## src/hdl/prep_pkg.sv

```systemverilog
`timescale 1ns / 1ps
// ----------------------------------------------------------------------------
// prep_pkg
// Shared types and constants of the probe request element parser.
// ----------------------------------------------------------------------------
package prep_pkg;

  // Parser mode
  typedef enum logic [2:0] {
    MODE_IGNORE = 3'd0,
    MODE_ID     = 3'd1,
    MODE_LEN    = 3'd2,
    MODE_VALUE  = 3'd3,
    MODE_STOP   = 3'd4
  } mode_e;

  // Class of the element being walked
  typedef enum logic [2:0] {
    KIND_SSID   = 3'd0,
    KIND_RATES  = 3'd1,
    KIND_DSSS   = 3'd2,
    KIND_HT     = 3'd3,
    KIND_COEX   = 3'd4,
    KIND_EXTCAP = 3'd5,
    KIND_SKIP   = 3'd6
  } kind_e;

  // Element ids
  localparam logic [7:0] ID_SSID   = 8'd0;
  localparam logic [7:0] ID_RATES  = 8'd1;
  localparam logic [7:0] ID_DSSS   = 8'd3;
  localparam logic [7:0] ID_HT     = 8'd45;
  localparam logic [7:0] ID_COEX   = 8'd72;
  localparam logic [7:0] ID_EXTCAP = 8'd127;
  localparam logic [7:0] ID_VENDOR = 8'd221;

  // Frame control filter
  localparam logic [15:0] FC_TYPE_MASK = 16'hFF00;
  localparam logic [15:0] FC_PROBE_REQ = 16'h4000;
  localparam logic [15:0] FC_ORDER_BIT = 16'h0001;

  // Field codes of element records
  localparam logic [3:0] FC_SSID     = 4'd0;
  localparam logic [3:0] FC_RATES    = 4'd1;
  localparam logic [3:0] FC_DSSS     = 4'd2;
  localparam logic [3:0] FC_HTCAP    = 4'd3;
  localparam logic [3:0] FC_AMPDU    = 4'd4;
  localparam logic [3:0] FC_MCS      = 4'd5;
  localparam logic [3:0] FC_HTEXT    = 4'd6;
  localparam logic [3:0] FC_BEAMFORM = 4'd7;
  localparam logic [3:0] FC_ASEL     = 4'd8;
  localparam logic [3:0] FC_COEX     = 4'd9;
  localparam logic [3:0] FC_EXTCAP   = 4'd10;

  // HT capability value offsets where each sub-field starts
  localparam logic [7:0] HT_AMPDU_OFF = 8'd2;
  localparam logic [7:0] HT_MCS_OFF   = 8'd3;
  localparam logic [7:0] HT_EXT_OFF   = 8'd19;
  localparam logic [7:0] HT_BF_OFF    = 8'd21;
  localparam logic [7:0] HT_ASEL_OFF  = 8'd25;

  // Count saturation limits
  localparam logic [5:0] SSID_CNT_MAX = 6'd63;
  localparam logic [5:0] NIB_CNT_MAX  = 6'd15;

  // Record kinds
  localparam logic REC_ELEMENT   = 1'b0;
  localparam logic REC_FRAME_END = 1'b1;

  // Output queue depth
  localparam int unsigned QDEPTH = 4;
  localparam int unsigned QPTR_W = $clog2(QDEPTH);
  localparam int unsigned QCNT_W = $clog2(QDEPTH + 1);

  // One result record
  typedef struct packed {
    logic       record_kind;
    logic [3:0] field_code;
    logic [4:0] byte_index;
    logic [7:0] byte_value;
    logic       accepted;
    logic       order_flag;
    logic [5:0] ssid_count;
    logic [3:0] rates_count;
    logic [3:0] ext_cap_count;
    logic       truncated;
    logic       last_of_run;
  } rec_t;

  // Records produced by one request, oldest in rec0
  typedef struct packed {
    logic [1:0] count;
    rec_t       rec0;
    rec_t       rec1;
  } push_t;

  function automatic kind_e kind_of_id(input logic [7:0] id);
    kind_e k;
    unique case (id)
      ID_SSID:   k = KIND_SSID;
      ID_RATES:  k = KIND_RATES;
      ID_DSSS:   k = KIND_DSSS;
      ID_HT:     k = KIND_HT;
      ID_COEX:   k = KIND_COEX;
      ID_EXTCAP: k = KIND_EXTCAP;
      default:   k = KIND_SKIP;
    endcase
    return k;
  endfunction

  // Raise a count to offset + 1, saturating at maxv, never lowering it
  function automatic logic [5:0] raise_count(input logic [5:0] cnt,
                                             input logic [7:0] off,
                                             input logic [5:0] maxv);
    logic [8:0] n;
    n = {1'b0, off} + 9'd1;
    if (n > {3'b000, maxv}) n = {3'b000, maxv};
    return (n > {3'b000, cnt}) ? n[5:0] : cnt;
  endfunction

endpackage

```

## src/hdl/prep_parser.sv

```systemverilog
`timescale 1ns / 1ps
// ----------------------------------------------------------------------------
// prep_parser
// Element walker: holds the per-frame state and turns each accepted request
// into zero, one or two result records.
// ----------------------------------------------------------------------------
module prep_parser
  import prep_pkg::*;
#(
  parameter int unsigned SSID_BYTES    = 32,
  parameter int unsigned RATE_BYTES    = 8,
  parameter int unsigned EXT_CAP_BYTES = 11
) (
  input  logic        clk_i,
  input  logic        rst_ni,
  input  logic        acc_i,
  input  logic        action_i,
  input  logic [15:0] frame_control_i,
  input  logic        mgmt_frame_i,
  input  logic [7:0]  body_byte_i,
  input  logic        last_byte_i,
  output push_t       push_o
);

  localparam logic [7:0] SSID_LIM   = 8'(SSID_BYTES);
  localparam logic [7:0] RATE_LIM   = 8'(RATE_BYTES);
  localparam logic [7:0] EXTCAP_LIM = 8'(EXT_CAP_BYTES);

  mode_e      mode_q, mode_d, mode_upd;
  kind_e      kind_q, kind_d;
  logic [7:0] off_q, off_d;
  logic [7:0] rem_q, rem_d, rem_dec;
  logic [5:0] ssid_q, ssid_d, ssid_upd;
  logic [3:0] rates_q, rates_d, rates_upd;
  logic [3:0] ext_q, ext_d, ext_upd;
  logic       acc_flag_q, acc_flag_d;
  logic       order_q, order_d;

  logic       cap;
  logic [3:0] cap_code;
  logic [4:0] cap_index;
  logic [7:0] ht_sub;
  logic       emit_elem;
  logic       trunc;
  rec_t       elem_rec, end_rec;

  // Capture decision for the current value byte
  always_comb begin
    cap       = 1'b0;
    cap_code  = FC_SSID;
    cap_index = 5'd0;
    ht_sub    = 8'd0;
    unique case (kind_q)
      KIND_SSID: begin
        cap       = off_q < SSID_LIM;
        cap_code  = FC_SSID;
        cap_index = off_q[4:0];
      end
      KIND_RATES: begin
        cap       = off_q < RATE_LIM;
        cap_code  = FC_RATES;
        cap_index = off_q[4:0];
      end
      KIND_DSSS: begin
        cap      = off_q == 8'd0;
        cap_code = FC_DSSS;
      end
      KIND_COEX: begin
        cap      = off_q == 8'd0;
        cap_code = FC_COEX;
      end
      KIND_EXTCAP: begin
        cap       = off_q < EXTCAP_LIM;
        cap_code  = FC_EXTCAP;
        cap_index = off_q[4:0];
      end
      KIND_HT: begin
        cap = 1'b1;
        priority if (off_q < HT_AMPDU_OFF) begin
          cap_code = FC_HTCAP;
          ht_sub   = off_q;
        end else if (off_q == HT_AMPDU_OFF) begin
          cap_code = FC_AMPDU;
        end else if (off_q < HT_EXT_OFF) begin
          cap_code = FC_MCS;
          ht_sub   = off_q - HT_MCS_OFF;
        end else if (off_q < HT_BF_OFF) begin
          cap_code = FC_HTEXT;
          ht_sub   = off_q - HT_EXT_OFF;
        end else if (off_q < HT_ASEL_OFF) begin
          cap_code = FC_BEAMFORM;
          ht_sub   = off_q - HT_BF_OFF;
        end else if (off_q == HT_ASEL_OFF) begin
          cap_code = FC_ASEL;
        end else begin
          cap = 1'b0;
        end
        cap_index = ht_sub[4:0];
      end
      default: cap = 1'b0;
    endcase
  end

  // Next state and records
  always_comb begin
    mode_d     = mode_q;
    kind_d     = kind_q;
    off_d      = off_q;
    rem_d      = rem_q;
    ssid_d     = ssid_q;
    rates_d    = rates_q;
    ext_d      = ext_q;
    acc_flag_d = acc_flag_q;
    order_d    = order_q;
    mode_upd   = mode_q;
    ssid_upd   = ssid_q;
    rates_upd  = rates_q;
    ext_upd    = ext_q;
    rem_dec    = rem_q - 8'd1;
    emit_elem  = 1'b0;
    trunc      = 1'b0;
    elem_rec   = '0;
    end_rec    = '0;
    push_o     = '0;

    if (acc_i && !action_i) begin
      // Header request restarts the frame
      acc_flag_d = mgmt_frame_i && ((frame_control_i & FC_TYPE_MASK) == FC_PROBE_REQ);
      order_d    = (frame_control_i & FC_ORDER_BIT) != 16'd0;
      ssid_d     = 6'd0;
      rates_d    = 4'd0;
      ext_d      = 4'd0;
      kind_d     = KIND_SSID;
      off_d      = 8'd0;
      rem_d      = 8'd0;
      mode_d     = acc_flag_d ? MODE_ID : MODE_IGNORE;
    end else if (acc_i) begin
      // Body byte
      unique case (mode_q)
        MODE_ID: begin
          if (body_byte_i == ID_VENDOR) begin
            mode_upd = MODE_STOP;
          end else begin
            kind_d   = kind_of_id(body_byte_i);
            mode_upd = MODE_LEN;
          end
        end
        MODE_LEN: begin
          rem_d    = body_byte_i;
          off_d    = 8'd0;
          mode_upd = (body_byte_i != 8'd0) ? MODE_VALUE : MODE_ID;
        end
        MODE_VALUE: begin
          emit_elem = cap;
          if (cap && kind_q == KIND_SSID)
            ssid_upd = raise_count(ssid_q, off_q, SSID_CNT_MAX);
          if (cap && kind_q == KIND_RATES)
            rates_upd = 4'(raise_count({2'b00, rates_q}, off_q, NIB_CNT_MAX));
          if (cap && kind_q == KIND_EXTCAP)
            ext_upd = 4'(raise_count({2'b00, ext_q}, off_q, NIB_CNT_MAX));
          off_d = off_q + 8'd1;
          rem_d = rem_dec;
          if (rem_dec == 8'd0) mode_upd = MODE_ID;
        end
        default: ;
      endcase
      mode_d  = mode_upd;
      ssid_d  = ssid_upd;
      rates_d = rates_upd;
      ext_d   = ext_upd;

      elem_rec.record_kind   = REC_ELEMENT;
      elem_rec.field_code    = cap_code;
      elem_rec.byte_index    = cap_index;
      elem_rec.byte_value    = body_byte_i;
      elem_rec.accepted      = acc_flag_q;
      elem_rec.order_flag    = order_q;
      elem_rec.ssid_count    = ssid_upd;
      elem_rec.rates_count   = rates_upd;
      elem_rec.ext_cap_count = ext_upd;
      elem_rec.truncated     = 1'b0;
      elem_rec.last_of_run   = !last_byte_i;

      trunc = (mode_upd == MODE_LEN) || (mode_upd == MODE_VALUE);
      end_rec.record_kind   = REC_FRAME_END;
      end_rec.accepted      = acc_flag_q;
      end_rec.order_flag    = order_q;
      end_rec.ssid_count    = ssid_upd;
      end_rec.rates_count   = rates_upd;
      end_rec.ext_cap_count = ext_upd;
      end_rec.truncated     = trunc;
      end_rec.last_of_run   = 1'b1;

      // Records, oldest first
      unique case ({emit_elem, last_byte_i})
        2'b11: begin
          push_o.count = 2'd2;
          push_o.rec0  = elem_rec;
          push_o.rec1  = end_rec;
        end
        2'b10: begin
          push_o.count = 2'd1;
          push_o.rec0  = elem_rec;
        end
        2'b01: begin
          push_o.count = 2'd1;
          push_o.rec0  = end_rec;
        end
        default: push_o.count = 2'd0;
      endcase

      // Frame end clears everything
      if (last_byte_i) begin
        mode_d     = MODE_IGNORE;
        kind_d     = KIND_SSID;
        off_d      = 8'd0;
        rem_d      = 8'd0;
        ssid_d     = 6'd0;
        rates_d    = 4'd0;
        ext_d      = 4'd0;
        acc_flag_d = 1'b0;
        order_d    = 1'b0;
      end
    end
  end

  // State registers
  always_ff @(posedge clk_i or negedge rst_ni) begin
    if (!rst_ni) begin
      mode_q     <= MODE_IGNORE;
      kind_q     <= KIND_SSID;
      off_q      <= 8'd0;
      rem_q      <= 8'd0;
      ssid_q     <= 6'd0;
      rates_q    <= 4'd0;
      ext_q      <= 4'd0;
      acc_flag_q <= 1'b0;
      order_q    <= 1'b0;
    end else begin
      mode_q     <= mode_d;
      kind_q     <= kind_d;
      off_q      <= off_d;
      rem_q      <= rem_d;
      ssid_q     <= ssid_d;
      rates_q    <= rates_d;
      ext_q      <= ext_d;
      acc_flag_q <= acc_flag_d;
      order_q    <= order_d;
    end
  end

  // Header requests never produce records
  a_header_silent: assert property (@(posedge clk_i) disable iff (!rst_ni)
    (acc_i && !action_i) |-> (push_o.count == 2'd0))
    else $error("header request produced a record");

  // A pair is always an element record followed by the frame end record
  a_pair_order: assert property (@(posedge clk_i) disable iff (!rst_ni)
    (push_o.count == 2'd2) |->
      (push_o.rec0.record_kind == REC_ELEMENT && push_o.rec1.record_kind == REC_FRAME_END))
    else $error("record pair out of order");

  // The final body byte leaves the parser idle with counts cleared
  a_end_clears: assert property (@(posedge clk_i) disable iff (!rst_ni)
    (acc_i && action_i && last_byte_i) |=>
      (mode_q == MODE_IGNORE && ssid_q == 6'd0 && !acc_flag_q))
    else $error("frame end did not clear parser state");

endmodule

```

## src/hdl/prep_out_queue.sv

```systemverilog
`timescale 1ns / 1ps
// ----------------------------------------------------------------------------
// prep_out_queue
// Small result queue: up to two records in a cycle, one out while ready.
// ----------------------------------------------------------------------------
module prep_out_queue
  import prep_pkg::*;
(
  input  logic  clk_i,
  input  logic  rst_ni,
  input  push_t push_i,
  output logic  room_o,
  output logic  valid_o,
  input  logic  ready_i,
  output rec_t  head_o
);

  rec_t              mem_q [QDEPTH];
  logic [QPTR_W-1:0] wr_q, wr_d, wr_next;
  logic [QPTR_W-1:0] rd_q, rd_d;
  logic [QCNT_W-1:0] cnt_q, cnt_d;
  logic              pop;

  assign valid_o = cnt_q != '0;
  assign pop     = valid_o && ready_i;
  assign head_o  = mem_q[rd_q];
  // Room for a full pair of records
  assign room_o  = cnt_q <= QCNT_W'(QDEPTH - 2);
  assign wr_next = wr_q + QPTR_W'(1);

  always_comb begin
    wr_d  = wr_q + QPTR_W'(push_i.count);
    rd_d  = pop ? rd_q + QPTR_W'(1) : rd_q;
    cnt_d = cnt_q + QCNT_W'(push_i.count) - QCNT_W'(pop);
  end

  // Record storage
  always_ff @(posedge clk_i) begin
    if (push_i.count != 2'd0) mem_q[wr_q] <= push_i.rec0;
    if (push_i.count == 2'd2) mem_q[wr_next] <= push_i.rec1;
  end

  // Pointers and fill count
  always_ff @(posedge clk_i or negedge rst_ni) begin
    if (!rst_ni) begin
      wr_q  <= '0;
      rd_q  <= '0;
      cnt_q <= '0;
    end else begin
      wr_q  <= wr_d;
      rd_q  <= rd_d;
      cnt_q <= cnt_d;
    end
  end

  a_no_overflow: assert property (@(posedge clk_i) disable iff (!rst_ni)
    cnt_q <= QCNT_W'(QDEPTH))
    else $error("result queue overflow");

  a_push_room: assert property (@(posedge clk_i) disable iff (!rst_ni)
    (push_i.count != 2'd0) |-> (cnt_q <= QCNT_W'(QDEPTH - 2)))
    else $error("records pushed without room");

  a_ptr_gap: assert property (@(posedge clk_i) disable iff (!rst_ni)
    (cnt_q != QCNT_W'(QDEPTH)) |-> (QPTR_W'(wr_q - rd_q) == cnt_q[QPTR_W-1:0]))
    else $error("queue pointers disagree with fill count");

endmodule

```

## src/hdl/probe_request_element_parser.sv

```systemverilog
`timescale 1ns / 1ps
// ----------------------------------------------------------------------------
// probe_request_element_parser
// Filters probe request frames and emits their known element bytes, tagged
// by field and index, plus a frame end record with counts and flags.
// ----------------------------------------------------------------------------
// Usage:
//   Slave stream: one request per header item (tuser = 0) and then one per
//   body byte (tuser = 1), tlast on the final body byte of the frame.
//   Master stream: result records, tuser = record kind (0 element byte,
//   1 frame end), tlast on the final record caused by one request.
//   Order: each record enters the result queue when the request that causes
//   it is accepted, and records leave on the master side in that order.
//   Throughput: one request per cycle while the queue has room. A request
//   yields zero, one or two records; the master side delivers one record per
//   cycle while tready is high, so the rate is set by the four-entry result
//   queue, which takes a request only while at least two entries are free.
//   Stall: when the receiver holds tready low the queue fills and the slave
//   tready drops; nothing is lost or repeated.
//   Reset: parser idles ignoring body bytes until a header arrives; the
//   queue is emptied. No clearing pass is needed.
// ----------------------------------------------------------------------------
module probe_request_element_parser
  import prep_pkg::*;
#(
  parameter int unsigned SSID_BYTES    = 32,
  parameter int unsigned RATE_BYTES    = 8,
  parameter int unsigned EXT_CAP_BYTES = 11
) (
  input  logic        clk_i,
  input  logic        rst_ni,
  input  logic        s_axis_tvalid_i,
  output logic        s_axis_tready_o,
  // [15:0] frame_control, [16] mgmt_frame, [24:17] body_byte, [31:25] zero
  input  logic [31:0] s_axis_tdata_i,
  // [0] action
  input  logic [0:0]  s_axis_tuser_i,
  input  logic        s_axis_tlast_i,
  output logic        m_axis_tvalid_o,
  input  logic        m_axis_tready_i,
  // [3:0] field_code, [8:4] byte_index, [16:9] byte_value, [17] accepted,
  // [18] order_flag, [24:19] ssid_count, [28:25] rates_count,
  // [32:29] ext_cap_count, [33] truncated, [39:34] zero
  output logic [39:0] m_axis_tdata_o,
  // [0] record_kind
  output logic [0:0]  m_axis_tuser_o,
  output logic        m_axis_tlast_o
);

  logic  room;
  logic  acc;
  push_t push;
  rec_t  head;

  assign s_axis_tready_o = room;
  assign acc             = s_axis_tvalid_i && room;

  prep_parser #(
    .SSID_BYTES   (SSID_BYTES),
    .RATE_BYTES   (RATE_BYTES),
    .EXT_CAP_BYTES(EXT_CAP_BYTES)
  ) u_parser (
    .clk_i          (clk_i),
    .rst_ni         (rst_ni),
    .acc_i          (acc),
    .action_i       (s_axis_tuser_i[0]),
    .frame_control_i(s_axis_tdata_i[15:0]),
    .mgmt_frame_i   (s_axis_tdata_i[16]),
    .body_byte_i    (s_axis_tdata_i[24:17]),
    .last_byte_i    (s_axis_tlast_i),
    .push_o         (push)
  );

  prep_out_queue u_queue (
    .clk_i  (clk_i),
    .rst_ni (rst_ni),
    .push_i (push),
    .room_o (room),
    .valid_o(m_axis_tvalid_o),
    .ready_i(m_axis_tready_i),
    .head_o (head)
  );

  // Pack the head record onto the master stream
  assign m_axis_tdata_o = {6'd0,
                           head.truncated,
                           head.ext_cap_count,
                           head.rates_count,
                           head.ssid_count,
                           head.order_flag,
                           head.accepted,
                           head.byte_value,
                           head.byte_index,
                           head.field_code};
  assign m_axis_tuser_o = head.record_kind;
  assign m_axis_tlast_o = head.last_of_run;

endmodule

```

## config.mk

```make
export PLATFORM = sky130hd
export DESIGN_NAME = probe_request_element_parser
export DESIGN_NICKNAME = d
export VERILOG_FILES = /design/src/hdl/prep_pkg.sv /design/src/hdl/prep_parser.sv /design/src/hdl/prep_out_queue.sv /design/src/hdl/probe_request_element_parser.sv
export SDC_FILE = /design/constraint.sdc
export NUM_CORES = 1
export LEC_CHECK = 0
export BUFFER_PORTS_ARGS = -buffer_cell sky130_fd_sc_hd__buf_2
export CAP_MARGIN = 20
export CORE_MARGIN = 2
export CORE_UTILIZATION = 55
export CTS_CLUSTER_DIAMETER = 50
export DETAILED_ROUTE_END_ITERATION = 8
export PLACE_DENSITY = 0.74
export SLEW_MARGIN = 10
export SYNTH_ARGS = -nofsm -noshare
export SYNTH_HDL_FRONTEND = slang
export SYNTH_HIERARCHICAL = 1
export SYNTH_SLANG_ARGS = --single-unit
```

## constraint.sdc

```tcl
create_clock -name clk_i -period 6.7 [get_ports clk_i]
set_input_delay 0.67 -clock clk_i [delete_from_list [all_inputs] [get_ports clk_i]]
set_output_delay 0.67 -clock clk_i [all_outputs]
set_load 0.02 [all_outputs]
```

==> results of run 1 <==
[critical path: stages (launching register included)]
cell,delay (ns)
dfrtp_1,0.59
ha_1,0.45
nand3_1,0.21
nor4_1,0.60
o21ai_0,0.30
ha_1,0.37
nand4_1,0.15
o221a_2,0.33
a311oi_4,0.78
mux2i_1,0.45
nor2_1,0.16
mux2_2,0.32
[layout make-up]
cell class	count	area, µm²
clock buffers	18	429
clock inverters	14	129
fillers	1589	7890
inverters	38	143
multi-input cells	635	5500
flip-flops and latches	189	5450
well taps	270	338
repair buffers	77	425
[sequential cells by signal (all words and copies together) (netlist names)]
register	count
u_parser/order_q	1
u_queue/wr_q	2
u_queue/cnt_q	3
u_queue/mem_q	144
u_parser/rem_q	8
u_queue/rd_q	2
u_parser/kind_q	3
u_parser/ext_q	4
u_parser/rates_q	4
u_parser/off_q	8
u_parser/acc_flag_q	1
u_parser/ssid_q	6
u_parser/mode_q	3
[power by group through the flow]
stage / logic (mW) / clock network, mW / registers (mW)
floorplan: 0.625 / 0 / 1.36
global placement: 0.794 / 0 / 1.41
detailed placement: 0.807 / 0 / 1.41
CTS: 0.809 / 0.976 / 1.39
global route: 0.851 / 1.02 / 1.40
finish: 0.797 / 0.967 / 1.39
[through the flow]
step | hold slack [ns] | instances
finish | 0.342 | 1241
CTS | 0.362 | 1241
floorplan | 0.374 | 939
detailed placement | 0.509 | 1209
global placement | 0.499 | 1209
global route | 0.393 | 1241
[layer usage]
metal	routed length [µm]	GRT usage [%]	up-vias	part of all wire, %
li1	-	-	3558	-
met4	327	6.95	2	1.3
met5	13	0	-	0.050
met3	1360	4.05	33	5.3
met1	11300	32.7	3800	44
met2	12800	40.2	241	50
[worst max path at each step]
stage,startpoint,endpoint,cells after the start
after detailed placement,u_parser/off_q[0],u_queue/mem_q[1][14],11
after floorplan,u_parser/off_q[0],u_queue/mem_q[0][0],10
after global placement,u_parser/off_q[0],u_queue/mem_q[0][14],11
final,u_parser/off_q[0],u_queue/mem_q[0][14],11
after CTS,u_parser/off_q[0],u_queue/mem_q[1][14],11
after global routing,u_parser/off_q[0],u_queue/mem_q[0][14],11
[logic make-up (layout without fill, tap and decap cells)]
group                      after synthesis  in the layout  synth area share [%]
DFF                                    189            189                  47.7
and+or+nand+nor                        212            212                  10.4
adders and majority gates               32             32                  3.57
AOI/OAI and AO/OA                      163            163                  9.64
xor gates and xnor gates                16             16                  1.23
muxes                                  189            189                  22.1
other                                    2             23                0.0657
buffers and inverters                  115            147                  5.40
[layout by cell type (no fill, tap or decap), drive strengths merged, types with 10 or more instances in the layout]
master and n:
nand3 25, nor3 12, nor2 47, ha 31, buf 77, o21ai 46, nand2 38, and2 14
nor2b 13, edfxtp 144, inv 43, conb 23, o211ai 16, xnor2 10, a21oi 38, mux2 144
dfrtp 45, clkbuf 18, o221ai 10, mux4 36
==> summary.txt, run 1 <==
Clocking
  – Cell at the root of the clock tree: clkbuf_16
  – Deepest clock path buffer count: 2
  – Clock latency at the later pin of the worst-skew pair: 0.43 ns
  – Number of clock sinks: 189
  – Post-cts sizing count: 0
  – Clock tree from TritonCTS: done
  – Hold buffer count at cts: 0
  – Clock transition at the register clock pins on the worst setup and hold paths after CTS: 0.07 ns
  – Number of buffers inserted to repair setup after CTS: 0
  – Num CTS Buffers: 17
  – Clock H-tree levels: 4

Placement
  – Number of input and output port buffers inserted: 61
  – Weighted congestion at the end of routability-driven global placement: 0.905
  – Detail Placement HPWL: 17.0 mm
  – Placed Instance Area: 11,900 µm²
  – Place WS: 1.81 ns

Synthesis
  – Sequential-to-total area share from yosys stat: 47.7%
  – Cells after synthesis: 918
  – Post-synthesis average cell area: 12.5 µm²
  – Total standard cell area after synthesis: 11,400 µm²
  – Primary FF master, synth: edfxtp_1
  – Cell types with the largest area share after synthesis: edfxtp_1, mux2_2, dfrtp_1
  – Cell taking the most area after synthesis: edfxtp_1
  – Share of flip-flops with an asynchronous set or reset: 23.8%
  – Post-synth EDFFs: 144
  – Synthesized flop and latch total: 189
  – Post-synth top area share: 37.8%
  – Yosys Warn Count: 6
  – Synth cell types: 78
  – Most frequent cells after synthesis: edfxtp_1, mux2_2, nor2_1

Detailed routing
  – ANT nets after route: 0
  – Via count of the routed design: 7,634
  – Number of detailed-routing iterations run before antenna repair: 5
  – Routed wire length: 25.9 mm
  – Total DRC errors in the routed layout: 0
  – Via density: 6.15
  – Average wire per cell in the routed design: 20.8 µm
  – Detailed router's first-iteration violation count: 664

Critical path
  – Data arrival time at the worst-slack endpoint: 5.14 ns
  – Number of cell instances on the worst register-to-register path: 11
  – Maximum fanout along the worst path: 18
  – Critical register-to-register path startpoint: u_parser/off_q[0]
  – Setup CP Type: reg2reg
  – Sort of element at the start of the critical path: flop
  – Capturing point of the worst reg2reg path: u_queue/mem_q[0][14]
  – Sort of element at the end of the critical path: flop
  – CP required: 6.88 ns
  – Reg2Reg Setup Slack: 1.74 ns

Global routing
  – Overflow left after global routing: 0
  – Number of global-route vias before repair: 7,647
  – Total track usage: 24.1%
  – Number of antenna violations at the first check in global routing: 1
  – Global-route wire length before repair: 40.9 mm
  – Largest net degree at the start of global routing: 46

Floorplan
  – Floorplan die width: 148 µm
  – Site Rows: 52
  – Floorplan die area: 22,000 µm²
  – # IOs: 82
  – Initial cell density of the core: 56.3%
  – Core region area: 20,300 µm²
  – Die height: 148 µm

STA
  – Final clock period utilization by the worst path: 74.1%
  – Number of failing setup endpoints in the final timing report: 0
  – Smallest setup slack after layout: 1.74 ns
  – Worst Tran Pin Value: 0.882 ns
  – Number of hold violations in the final report: 0
  – Total Neg Setup Slack: 0 ns
  – Max-slew violation total from the final report: 0
  – Clock period minus final worst setup slack: 4.96 ns
  – Setup Skew: 0.0124 ns
  – Relative max-transition margin: 40.7%
  – Setup repair after global routing missed its margin: false
  – Highest Clock Rate: 202 MHz

Power
  – Post-route total power: 3.15 mW
  – Net switching fraction of the power: 32.1%
  – Clock network fraction of total power: 30.7%
  – Switching pwr: 1.01 mW
  – Internal power contribution: 2.14 mW
  – Combinational group share of total power: 25.3%
  – Fraction of power consumed by sequential logic: 44.0%
  – IR drop worst, VDD: 0.173 mV
  – Leakage power total: 4.62 nW
  – Ratio of total power to cell area: 254 nW/µm²

Cells and area
  – Net total in the final layout: 1,028
  – Fraction of final layout cells sized beyond drive strength 1: 31.7%
  – Fraction of the core area covered by cells at the end of the flow: 61.2%
  – Design area: 12,400 µm²
  – Number of diodes added for antenna fixing: 0
  – Syn-to-layout area delta: 8.57%

Job
  – Reported max-cap violation count: 0

Worst hold path
  – Worst Hold Class: in2async

Status
  – Run status: finished clean
No activity file was read; power rests on OpenSTA's default activity.
==> inputs of run 2 (changes only) <==
Settings changed: PLACE_DENSITY 0.74 to 0.77.
Clock period 6.7 ns to 4.1 ns, I/O delays scaled along.
==> summary.txt, run 2 (synthesized netlist as in run 1, its figures left out) <==
Global routing
  – Largest net degree at the start of global routing: 46
  – Number of global-route vias before repair: 7,710
  – Number of antenna violations at the first check in global routing: 1
  – Total track usage: 24.7%
  – Overflow left after global routing: 0
  – Global-route wire length before repair: 42.1 mm

Floorplan
  – Floorplan die area: 22,000 µm²
  – Initial cell density of the core: 56.3%
  – Site Rows: 52
  – Core region area: 20,300 µm²
  – Floorplan die width: 148 µm
  – # IOs: 82
  – Die height: 148 µm

Clocking
  – Deepest clock path buffer count: 2
  – Number of buffers inserted to repair setup after CTS: 0
  – Number of clock sinks: 189
  – Cell at the root of the clock tree: clkbuf_16
  – Clock transition at the register clock pins on the worst setup and hold paths after CTS: 0.07 ns
  – Clock tree from TritonCTS: done
  – Clock latency at the later pin of the worst-skew pair: 0.43 ns
  – Num CTS Buffers: 17
  – Clock H-tree levels: 4

Placement
  – Detail Placement HPWL: 17.4 mm
  – Place WS: 0.336 ns
  – Weighted congestion at the end of routability-driven global placement: 0.897
  – Post-placement cell count: 1,236
  – Number of input and output port buffers inserted: 61
  – Placed Instance Area: 12,100 µm²

Detailed routing
  – Average wire per cell in the routed design: 20.8 µm
  – ANT nets after route: 0
  – Via count of the routed design: 7,810
  – Via density: 6.16
  – Total DRC errors in the routed layout: 0
  – Detailed router's first-iteration violation count: 636
  – Number of detailed-routing iterations run before antenna repair: 5
  – Routed wire length: 26.3 mm

Power
  – Post-route total power: 5.19 mW
  – Combinational group share of total power: 24.8%
  – Clock network fraction of total power: 30.7%
  – Internal power contribution: 3.51 mW
  – Leakage power total: 4.80 nW
  – Fraction of power consumed by sequential logic: 44.5%
  – Switching pwr: 1.68 mW
  – Net switching fraction of the power: 32.3%
  – Ratio of total power to cell area: 408 nW/µm²
  – IR drop worst, VDD: 0.275 mV

STA
  – Total Neg Setup Slack: 0 ns
  – Highest Clock Rate: 258 MHz
  – Max-slew violation total from the final report: 0
  – Final clock period utilization by the worst path: 94.7%
  – Setup repair after global routing missed its margin: false
  – Relative max-transition margin: 48.6%
  – Clock period minus final worst setup slack: 3.88 ns
  – Worst Tran Pin Value: 0.766 ns
  – Setup Skew: 0.00784 ns
  – Number of hold violations in the final report: 0
  – Number of failing setup endpoints in the final timing report: 0
  – Smallest setup slack after layout: 0.219 ns

Critical path
  – Maximum fanout along the worst path: 18
  – Cell class contributing the biggest share of worst-path delay: simple AND/OR/NAND/NOR gates
  – CP required: 4.28 ns
  – Setup CP Type: reg2reg
  – Sort of element at the start of the critical path: flop
  – Sort of element at the end of the critical path: flop
  – Data arrival time at the worst-slack endpoint: 4.06 ns
  – Max stage delay on crit path: 0.45 ns
  – List of cells traversed by the critical path: buf_4, and3_1, nor4_1, buf_4, o21ai_0, ha_1, nand4_1, o221a_2, a311oi_4, buf_12, mux2i_1, nor2_1, mux2_2
  – Worst path buffer plus inverter count: 3
  – Most numerous cell on the critical path: buf_4
  – Worst-path cell with the longest stage delay: mux2i_1

Cells and area
  – Net total in the final layout: 1,055
  – Number of diodes added for antenna fixing: 0
  – Number of flip-flops in the largest register: 144
  – Design area: 12,700 µm²
  – Biggest regs: u_queue/mem_q: 144 flops, u_parser/off_q: 8 flops, u_parser/rem_q: 8 flops
  – Fraction of final layout cells sized beyond drive strength 1: 33.7%
  – Final instance count without filler cells: 1,268
  – Syn-to-layout area delta: 11.2%
  – Register containing the most flip-flops in the final layout: u_queue/mem_q
  – Leading cell types in the layout, fill and taps excluded: mux2_2, edfxtp_1, buf_2, nor2_1, dfrtp_1

Job
  – Reported max-cap violation count: 0

Worst hold path
  – Worst Hold Class: in2async

Status
  – Run status: finished clean
==> run 2: cell count changes in the layout (fill, tap and decap cells not counted), moves of 2 or more <==
| cell | delta |
|---|---|
| clkinv_1 | +2 |
| clkinvlp_4 | -4 |
| buf_12 | +7 |
| clkinv_4 | +2 |
| buf_4 | +20 |
==> run 2: area by class of cell <==
cell class	instances	area (µm²)
tap	270	338
clock inverter	15	133
timing repair buffer	104	716
sequential	189	5450
multi-input combinational	635	5510
inverter	38	143
clock buffer	17	425
fill	1517	7590
==> run 2: power groups by stage <==
| stage | clock network (mW) | logic, mW | registers (mW) |
|---|---|---|---|
| after floorplan | 0 | 1.02 | 2.22 |
| after global placement | 0 | 1.27 | 2.35 |
| after detailed placement | 0 | 1.29 | 2.35 |
| after CTS | 1.61 | 1.30 | 2.31 |
| after global routing | 1.68 | 1.38 | 2.33 |
| final | 1.59 | 1.29 | 2.31 |
==> run 2: per-stage QoR <==
step	utilization (%)	hold WS, ns
final	62.6	0.0848
after global routing	62.6	0.130
after CTS	62.6	0.106
after detailed placement	59.8	0.515
after global placement	59.8	0.508
after floorplan	-	0.114
==> run 2: per-layer routing <==
layer	share of wire [%]	track usage (%)	wire length, µm	up-vias
li1	-	-	-	3620
met1	44	34.3	11500	3914
met2	50	40.9	13200	245
met3	4.7	3.83	1250	29
met4	1.3	6.62	352	2
met5	0.049	0	13	-
==> run 2: final timing paths <==
kind                              startpoint              endpoint  slack (ns)  depth (start not counted)
setup / recovery           u_parser/off_q[0]  u_queue/mem_q[1][15]        0.22                         13
hold / removal                        rst_ni     u_parser/rem_q[1]        0.08                          2
setup reg to reg           u_parser/off_q[0]  u_queue/mem_q[1][15]        0.22                         13
hold reg to reg            u_parser/rem_q[7]     u_parser/rem_q[7]        0.53                          1
max in group asynchronous             rst_ni       u_queue/rd_q[0]        3.54                          2
min in group clk_i         s_axis_tdata_i[0]      u_parser/order_q        0.24                          2
==> run 2: what timing repair did <==
action                     4_1_cts  5_1_grt
setup endpoints to repair        0       24
hold buffers                     0        0
gates resized for setup          0        2
